`config.mk`:
```
export PLATFORM = sky130hd
export DESIGN_NAME = modular_exponentiation
export DESIGN_NICKNAME = d
export VERILOG_FILES = /design/src/sv/mexp_pkg.sv /design/src/sv/mexp_mulmod.sv /design/src/sv/modular_exponentiation.sv
export SDC_FILE = /design/constraint.sdc
export NUM_CORES = 1
export LEC_CHECK = 0
export BUFFER_PORTS_ARGS = -buffer_cell sky130_fd_sc_hd__buf_2
export CORE_ASPECT_RATIO = 1.5
export CORE_MARGIN = 4
export CORE_UTILIZATION = 45
export DETAILED_ROUTE_END_ITERATION = 8
export GPL_ROUTABILITY_DRIVEN = 0
export PLACE_DENSITY_LB_ADDON = 0.08
export SYNTH_ARGS = -nofsm -noshare
export SYNTH_HDL_FRONTEND = slang
export SYNTH_SLANG_ARGS = --single-unit
```
`constraint.sdc`:
```
create_clock -name clk -period 8.1 [get_ports clk]
set_input_delay 1.215 -clock clk [delete_from_list [all_inputs] [get_ports clk]]
set_output_delay 1.215 -clock clk [all_outputs]
set_load 0.02 [all_outputs]
```
`src/sv/mexp_pkg.sv`:
```
`default_nettype none
package mexp_pkg;

    // operand and result width
    localparam int VALUE_WIDTH = 20;
    // bit counter of the serial multiplier, holds VALUE_WIDTH itself
    localparam int CNT_WIDTH = $clog2(VALUE_WIDTH + 1);
    // register index port width, wide enough to see writes past the list
    localparam int CFG_INDEX_WIDTH = 2;

    // register indexes
    localparam logic [CFG_INDEX_WIDTH-1:0] REG_EXPONENT = 2'd0;
    localparam logic [CFG_INDEX_WIDTH-1:0] REG_MODULUS  = 2'd1;

    typedef logic [VALUE_WIDTH-1:0] value_t;

    // sequencer states
    typedef enum logic [2:0] {
        S_IDLE,
        S_REDUCE,
        S_STEP,
        S_MULT,
        S_SQUARE,
        S_DONE
    } mexp_state_t;

    // request to the serial multiplier
    typedef struct packed {
        logic   start;
        value_t a;
        value_t b;
        value_t m;
    } mexp_mul_req_t;

    // response from the serial multiplier
    typedef struct packed {
        logic   done;
        value_t product;
    } mexp_mul_rsp_t;

endpackage
`default_nettype wire

```
`src/sv/mexp_mulmod.sv`:
```
`default_nettype none
// Bit-serial interleaved modular multiply: a * b mod m, one bit of a per cycle,
// MSB first. Requires b < m; a may be any value (used for base reduction with b = 1).
module mexp_mulmod
    import mexp_pkg::*;
(
    input  wire logic          clk,
    input  wire logic          rst_n,
    input  wire mexp_mul_req_t req,
    output mexp_mul_rsp_t      rsp
);

    localparam int EW = VALUE_WIDTH + 2;

    value_t               a_reg, a_next;
    value_t               b_reg, b_next;
    value_t               m_reg, m_next;
    value_t               r_reg, r_next;
    logic [CNT_WIDTH-1:0] cnt_reg, cnt_next;
    logic                 busy_reg, busy_next;
    logic                 done_reg, done_next;

    logic [EW-1:0] t_sum;
    logic [EW-1:0] m_one;
    logic [EW-1:0] m_two;
    logic [EW-1:0] t_red;

    // r = 2r + a_i*b, then bring back below m (at most two subtracts, in parallel)
    always_comb
    begin
        t_sum = {1'b0, r_reg, 1'b0} + {2'b00, (a_reg[VALUE_WIDTH-1] ? b_reg : '0)};
        m_one = {2'b00, m_reg};
        m_two = {1'b0, m_reg, 1'b0};
        if (t_sum >= m_two)
            t_red = t_sum - m_two;
        else if (t_sum >= m_one)
            t_red = t_sum - m_one;
        else
            t_red = t_sum;
    end

    // load / iterate
    always_comb
    begin
        a_next    = a_reg;
        b_next    = b_reg;
        m_next    = m_reg;
        r_next    = r_reg;
        cnt_next  = cnt_reg;
        busy_next = busy_reg;
        done_next = 1'b0;
        if (req.start)
        begin
            a_next    = req.a;
            b_next    = req.b;
            m_next    = req.m;
            r_next    = '0;
            cnt_next  = CNT_WIDTH'(VALUE_WIDTH);
            busy_next = 1'b1;
        end
        else if (busy_reg)
        begin
            a_next   = {a_reg[VALUE_WIDTH-2:0], 1'b0};
            r_next   = t_red[VALUE_WIDTH-1:0];
            cnt_next = cnt_reg - 1'b1;
            if (cnt_reg == CNT_WIDTH'(1))
            begin
                busy_next = 1'b0;
                done_next = 1'b1;
            end
        end
    end

    always_ff @(posedge clk or negedge rst_n)
    begin
        if (!rst_n)
        begin
            busy_reg <= 1'b0;
            done_reg <= 1'b0;
            cnt_reg  <= '0;
        end
        else
        begin
            busy_reg <= busy_next;
            done_reg <= done_next;
            cnt_reg  <= cnt_next;
        end
    end

    // operand and partial product registers
    always_ff @(posedge clk)
    begin
        a_reg <= a_next;
        b_reg <= b_next;
        m_reg <= m_next;
        r_reg <= r_next;
    end

    assign rsp.done    = done_reg;
    assign rsp.product = r_reg;

endmodule
`default_nettype wire

```
`src/sv/modular_exponentiation.sv`:
```
// Channel   Signals                              Direction  Moves
// input     in_valid, in_ready, base_value       in         one request: base to raise
// output    out_valid, out_ready, result_value   out        one result per request
// config    cfg_we, cfg_index, cfg_data          in         exponent [0], modulus [1]
//
// One request at a time. Each modular multiply is bit-serial in a shared unit:
// its product is taken when the unit raises done. Base reduction costs
// one multiply, then each exponent bit up to its highest set bit costs one squaring
// and one pass through the step state, plus one multiply when set. Exponent zero or
// modulus below two skip the multiplies and load the result from the done state.
// Reset clears the registers to exponent 0, modulus 2 and empties the block.
// A waiting result holds in the output register; the next request is taken
// meanwhile and its own result waits until the output register is free.
`default_nettype none
module modular_exponentiation
    import mexp_pkg::*;
(
    input  wire logic                       clk,
    input  wire logic                       rst_n,
    input  wire logic                       cfg_we,
    input  wire logic [CFG_INDEX_WIDTH-1:0] cfg_index,
    input  wire logic [VALUE_WIDTH-1:0]     cfg_data,
    input  wire logic                       in_valid,
    output logic                            in_ready,
    input  wire logic [VALUE_WIDTH-1:0]     base_value,
    output logic                            out_valid,
    input  wire logic                       out_ready,
    output logic [VALUE_WIDTH-1:0]          result_value
);

    mexp_state_t state_reg, state_next;
    value_t      exp_reg;
    value_t      mod_reg;
    value_t      acc_reg, acc_next;
    value_t      sq_reg, sq_next;
    value_t      ebits_reg, ebits_next;
    value_t      result_reg, result_next;
    logic        out_valid_reg, out_valid_next;

    mexp_mul_req_t mul_req;
    mexp_mul_rsp_t mul_rsp;

    logic accept;
    logic mod_small;

    assign accept    = in_valid && in_ready;
    assign mod_small = (mod_reg[VALUE_WIDTH-1:1] == '0);

    // configuration registers
    always_ff @(posedge clk or negedge rst_n)
    begin
        if (!rst_n)
        begin
            exp_reg <= '0;
            mod_reg <= VALUE_WIDTH'(2);
        end
        else if (cfg_we)
        begin
            case (cfg_index)
                REG_EXPONENT: exp_reg <= cfg_data;
                REG_MODULUS:  mod_reg <= cfg_data;
                default:      ;
            endcase
        end
    end

    mexp_mulmod u_mulmod (
        .clk   (clk),
        .rst_n (rst_n),
        .req   (mul_req),
        .rsp   (mul_rsp)
    );

    // square-and-multiply sequencer
    always_comb
    begin
        state_next     = state_reg;
        acc_next       = acc_reg;
        sq_next        = sq_reg;
        ebits_next     = ebits_reg;
        result_next    = result_reg;
        out_valid_next = out_valid_reg;
        mul_req.start  = 1'b0;
        mul_req.a      = sq_reg;
        mul_req.b      = sq_reg;
        mul_req.m      = mod_reg;
        in_ready       = (state_reg == S_IDLE);

        if (out_valid_reg && out_ready)
            out_valid_next = 1'b0;

        case (state_reg)
            S_IDLE:
            begin
                if (accept)
                begin
                    ebits_next = exp_reg;
                    if (exp_reg == '0)
                    begin
                        acc_next   = VALUE_WIDTH'(1);
                        state_next = S_DONE;
                    end
                    else if (mod_small)
                    begin
                        acc_next   = '0;
                        state_next = S_DONE;
                    end
                    else
                    begin
                        // base mod m as base * 1 mod m
                        acc_next      = VALUE_WIDTH'(1);
                        mul_req.start = 1'b1;
                        mul_req.a     = base_value;
                        mul_req.b     = VALUE_WIDTH'(1);
                        state_next    = S_REDUCE;
                    end
                end
            end
            S_REDUCE:
            begin
                if (mul_rsp.done)
                begin
                    sq_next    = mul_rsp.product;
                    state_next = S_STEP;
                end
            end
            S_STEP:
            begin
                // no set bits left: the power is complete
                if (ebits_reg == '0)
                    state_next = S_DONE;
                else if (ebits_reg[0])
                begin
                    mul_req.start = 1'b1;
                    mul_req.a     = acc_reg;
                    state_next    = S_MULT;
                end
                else
                begin
                    mul_req.start = 1'b1;
                    state_next    = S_SQUARE;
                end
            end
            S_MULT:
            begin
                if (mul_rsp.done)
                begin
                    acc_next      = mul_rsp.product;
                    mul_req.start = 1'b1;
                    state_next    = S_SQUARE;
                end
            end
            S_SQUARE:
            begin
                if (mul_rsp.done)
                begin
                    sq_next    = mul_rsp.product;
                    ebits_next = {1'b0, ebits_reg[VALUE_WIDTH-1:1]};
                    state_next = S_STEP;
                end
            end
            S_DONE:
            begin
                // load the output register once it is free
                if (!out_valid_reg || out_ready)
                begin
                    result_next    = acc_reg;
                    out_valid_next = 1'b1;
                    state_next     = S_IDLE;
                end
            end
            default:
            begin
                state_next = S_IDLE;
            end
        endcase
    end

    always_ff @(posedge clk or negedge rst_n)
    begin
        if (!rst_n)
        begin
            state_reg     <= S_IDLE;
            out_valid_reg <= 1'b0;
        end
        else
        begin
            state_reg     <= state_next;
            out_valid_reg <= out_valid_next;
        end
    end

    // datapath registers
    always_ff @(posedge clk)
    begin
        acc_reg    <= acc_next;
        sq_reg     <= sq_next;
        ebits_reg  <= ebits_next;
        result_reg <= result_next;
    end

    assign out_valid    = out_valid_reg;
    assign result_value = result_reg;

endmodule
`default_nettype wire

```
== After elaboration in Yosys (flattened, before gate mapping) ==
Cells that the tools add are included.
Cells by class
  $add $sub $neg: 4
  magnitude comparators: 2
  eq/ne operators: 12
  mux-type cells: 42
  reductions and logical operators: 20
Operators by type and width (number)
  20-bit two-way mux: 11
  41-bit two-way mux: 3
  20-bit one-hot mux with 2 select lines: 3
  20-bit zero test: 2
  20-bit subtractor: 2
  3-bit two-way mux: 8
  21-bit by 20-bit adder with 22-bit output: 1
  22-bit by 20-bit greater-or-equal comparator with 1-bit output: 1
  22-bit by 21-bit greater-or-equal comparator with 1-bit output: 1
  21-bit two-way mux: 1
  19-bit zero test: 1
  3-bit one-hot mux with 5 select lines: 1
  1-bit two-way mux: 12
  5-bit two-way mux: 2
  2-bit by 1-bit != test with 1-bit output, second input constant: 4
  2-bit AND reduction: 4
  3-bit by 2-bit == test with 1-bit output, second input constant: 2
  3-bit == test, second input constant: 2
  3-bit AND reduction: 2
  2-bit nonzero test: 3
  5-bit by 1-bit == test with 1-bit output, second input constant: 1
  5-bit by 1-bit subtractor with 5-bit output, second input constant: 1
  4-bit AND reduction: 1
  3-bit by 1-bit == test with 1-bit output, second input constant: 1
  other kinds (9): 10
Storage, ports and cells
  register bits: 211
  input bits: 47
  output and inout bits: 22
  word-level logic and storage cells: 95

== Longest topological paths before layout ==
  word-level depth: 6
  gate-level depth with buffers: 22

== Hierarchy ==
From an unflattened synthesis, not the netlist that was laid out.
Second synthesis, totals
  cell total of the unflattened synthesis: 978
  area total of the unflattened synthesis: 11638.7 um2
Modules (own cells, without submodules)
  mexp_mulmod: instances 1, cells each 622, area an instance 6326.1 um2, sequential area each 2377.3 um2
  modular_exponentiation: instances 1, cells each 356, area an instance 5312.6 um2, sequential area each 3504.6 um2

== Worst setup path before layout ==
OpenSTA, ideal clock, no wires.
  path kind: reg2reg
  start: register u_mulmod.a_reg[19]
  end: register u_mulmod.r_reg[2]
  data arrival time: 4574 ps
  data required time: 8021 ps
  setup slack: 3447 ps
  stages on the path, launching flop included: 22
  cell sequence: edfxtp_1 clkbuf_1 and2_1 ha_1 fa_1 a21oi_1 o22ai_1 o21ai_1 nor2_1 o21a_1 nor2_1 xnor2_1 ha_1 a21oi_1 o21ai_0 a221o_1 o311a_4 nor4b_4 or2_1 buf_6 a21oi_2 a211oi_2
On the way
  cells in the longest elaborated chain, start to end: 5
Ends and longest elaborated chain
  start, declared: RTL line mexp_mulmod.sv:15  | value_t a_reg, a_next;
  start signal, assigned: RTL line mexp_mulmod.sv:93  | a_reg <= a_next;
  20-bit two-way mux *: RTL line mexp_mulmod.sv:31  | t_sum = {1'b0, r_reg, 1'b0} + {2'b00, (a_reg[VALUE_WIDTH-1] ? b_reg : '0)};
  21-bit by 20-bit adder with 22-bit output *: RTL line mexp_mulmod.sv:31
  20-bit subtractor / 22-bit by 20-bit greater-or-equal comparator with 1-bit output (equally long branches): RTL line mexp_mulmod.sv:37, mexp_mulmod.sv:36
  20-bit two-way mux: RTL line mexp_mulmod.sv:36  | else if (t_sum >= m_one)
  20-bit two-way mux *: RTL line mexp_mulmod.sv:34  | if (t_sum >= m_two)
  end signal, assigned: RTL line mexp_mulmod.sv:96  | r_reg <= r_next;
  end, declared: RTL line mexp_mulmod.sv:18  | value_t r_reg, r_next;
Every way passes the cells marked *; elsewhere a longest branch is shown, timed or not.
A chain may end at the register's enable or synchronous reset.

== Worst setup path after layout ==
  start: register u_mulmod.a_reg[19]
  end: register u_mulmod.r_reg[10]
Same word-level chain as after synthesis.

==> flow_summary_export.csv <==
group,metric,value,unit
status,run_status,"completed",
sta,tns,0,ns
cells_and_area,antenna_cells,0,
logic_synthesis,avgSynthCellArea,11.3,um2
detailed_routing,routed_wl,27700,um
detailed_routing,post_drt_wl_per_cell,19.5,um
sta,setup_viol,0,
floorplanning,boundaryPins,69,
clock_network,cts_resized,0,
placement,dp_hpwl,21100,um
logic_synthesis,synth_top_flop_cell,"edfxtp_1",
logic_synthesis,async_flop_share,24.2,%
cells_and_area,design_area,12800,um2
clock_network,hold_buffers,0,
detailed_routing,dr.pass1.iters,6,
detailed_routing,vias,8007,
sta,hold_violations,0,
cells_and_area,nets,1189,
sta,tightest_slew,1.12,ns
clock_network,cts_sinks,211,
placement,post_dp_cell_area,12200,um2
logic_synthesis,synth_edf_count,140,
detailed_routing,ant_nets,0,
clock_network,cts_max_level,1,
sta,rsz0062_at_grt,"no",
run,max_cap_viol_count,0,
floorplanning,die_h,204,um
clock_network,clockRootBuffer,"clkbuf_16",
cells_and_area,layout_common_cells,"edfxtp_1, a21oi_1, buf_2, nor2_1, mux2_2",
clock_network,post_cts_buffers,0,
worst_setup_path,reg2regPathDepth,18,
clock_network,path_clk_slew,0.07,ns
logic_synthesis,synth_fp_nets,1126,
clock_network,cts_tree,"done",
logic_synthesis,yosys_warnings,0,
cells_and_area,area_delta_synth_final,11.3,%
sta,min_period,6.15,ns
cells_and_area,drive_gt1_share,18.3,%
global_routing,grt_usage,19.1,%
floorplanning,rows,71,
sta,max_freq,0.163,GHz
floorplanning,dieWidth,139,um
worst_setup_path,end_kind,"register",
worst_setup_path,critPathKind,"register to register",
sta,finalMaxSlewViolations,0,
cells_and_area,final_common_cell,"edfxtp_1",
global_routing,grt.overflow.total,0,
global_routing,grt_antenna_before_repair,0,
logic_synthesis,ys_seq_elements,211,
detailed_routing,drc,0,
floorplanning,dieArea,28300,um2
worst_setup_path,startpoint_type,"register",
global_routing,grt_pass1_vias,8286,
detailed_routing,drtIter0Drc,427,
worst_setup_path,worst_ep_required_time,8.45,ns
worst_setup_path,cp.arrival,6.50,ns
sta,post-route-period-util,75.9,%
min_path,min_path_cells,0,
sta,slew_headroom,25.4,%
placement,port_buffers,68,
floorplanning,start_util,45.8,%
logic_synthesis,synth_cell_types,76,
detailed_routing,via_per_inst,5.63,
logic_synthesis,seq_area_frac_synth,51.1,%
floorplanning,core,25100,um2
logic_synthesis,synthCells,1015,
clock_network,numCtsBuffers,21,
logic_synthesis,syn_area,11500,um2
worst_setup_path,worstPathMaxFanout,20,
sta,finClkSkew,0.0138,ns
cells_and_area,fillCellCount,2311,
clock_network,cts_buffer_depth,3,
min_path,hold_path.class,"register to register",
global_routing,grt_max_degree,63,
clock_network,clk_latency,0.51,ns
global_routing,grt_pass1_wl,44100,um
-- metal layers --
layer  track usage [%]  up-vias  part of all wire (%)
met2              35.5      168                    52
met5                 0        -                     0
li1                  -     3963                     -
met4              6.64        0                   3.3
met1              22.9     3825                    41
met3              2.27       51                   3.6
-- final cells by class --
class / count / area, um2 / share of cell area (%)
Sequential cell: 211 / 5880 / 45.9
Multi-Input combinational cell: 717 / 5290 / 41.3
Clock buffer: 31 / 593 / 4.63
Timing Repair Buffer: 79 / 423 / 3.30
Tap cell: 328 / 410 / 3.20
Inverter: 48 / 180 / 1.41
Clock inverter: 7 / 42.5 / 0.332
-- stage by stage --
| step | std cells | setup slack, ns | utilization, % | hold slack (ns) |
|---|---|---|---|---|
| floorplan | 1015 | 3.45 | - | 0.419 |
| global placement | 1383 | 2.04 | 48.5 | 0.429 |
| detailed placement | 1383 | 1.95 | 48.5 | 0.435 |
| CTS | 1421 | 1.92 | 51.0 | 0.449 |
| global route | 1421 | 1.51 | 51.0 | 0.456 |
| finish | 1421 | 1.95 | 51.0 | 0.445 |
-- kinds of logic (layout without fill, tap and decap cells) --
family	Yosys count	in the layout	share of synthesized area [%]
AO/OA/AOI/OAI	249	249	15.2
AND/OR/NAND/NOR	279	279	12.5
XOR/XNOR	53	53	4.03
adder cells (fa/ha/maj)	64	64	7.15
flip-flops	211	211	51.1
multiplexers	72	72	6.95
buffers and inverters	87	165	3.13
-- synth_stat cells (all sizes together) (8+ instances only) --
master / instances / area share, %
nand3: 18 / 0.78
buf: 14 / 0.75
xor2: 13 / 0.99
ha: 61 / 6.6
a21o: 11 / 0.72
xnor2: 40 / 3.0
a211oi: 12 / 0.96
edfxtp: 140 / 36
nor2: 67 / 2.2
nor4: 19 / 1.0
nor3: 17 / 0.74
a222oi: 20 / 1.7
dfxtp: 20 / 3.5
a21oi: 78 / 3.6
mux2: 64 / 6.3
nor2b: 26 / 1.5
o21bai: 8 / 0.52
inv: 48 / 1.6
o21a: 8 / 0.52
o221ai: 11 / 0.84
mux2i: 8 / 0.70
dfrtp: 50 / 11
o21ai: 37 / 1.6
nand2: 57 / 1.9
a31oi: 10 / 0.54
clkbuf: 25 / 0.81
and2: 42 / 2.3
-- critical path: stages (launching register included) --
cell and delay (ns):
edfxtp_1 0.60, and2_1 0.25, ha_1 0.21, fa_1 0.41, a21oi_1 0.24, o22ai_1 0.16, o21ai_1 0.37, nor2_1 0.11
o21a_1 0.18, nor2_1 0.12, xnor2_1 0.21, ha_1 0.37, a21oi_1 0.22, o21ai_0 0.14, a211o_1 0.35, or4_1 0.51
a22oi_2 0.70, and2_1 0.67, a31oi_1 0.16
-- worst paths after layout --
check	startpoint	endpoint	slack (ns)
max	u_mulmod.a_reg[19]	u_mulmod.r_reg[10]	1.95
min	mod_reg[0]	u_mulmod.m_reg[0]	0.44
max reg2reg	u_mulmod.a_reg[19]	u_mulmod.r_reg[10]	1.95
min reg2reg	mod_reg[0]	u_mulmod.m_reg[0]	0.44
max in group asynchronous	rst_n	exp_reg[16]	6.82
min in group asynchronous	rst_n	state_reg[2]	0.83
Power is not shown: default switching activity piles up to over one toggle a cycle in this logic, so the estimate is an artifact.
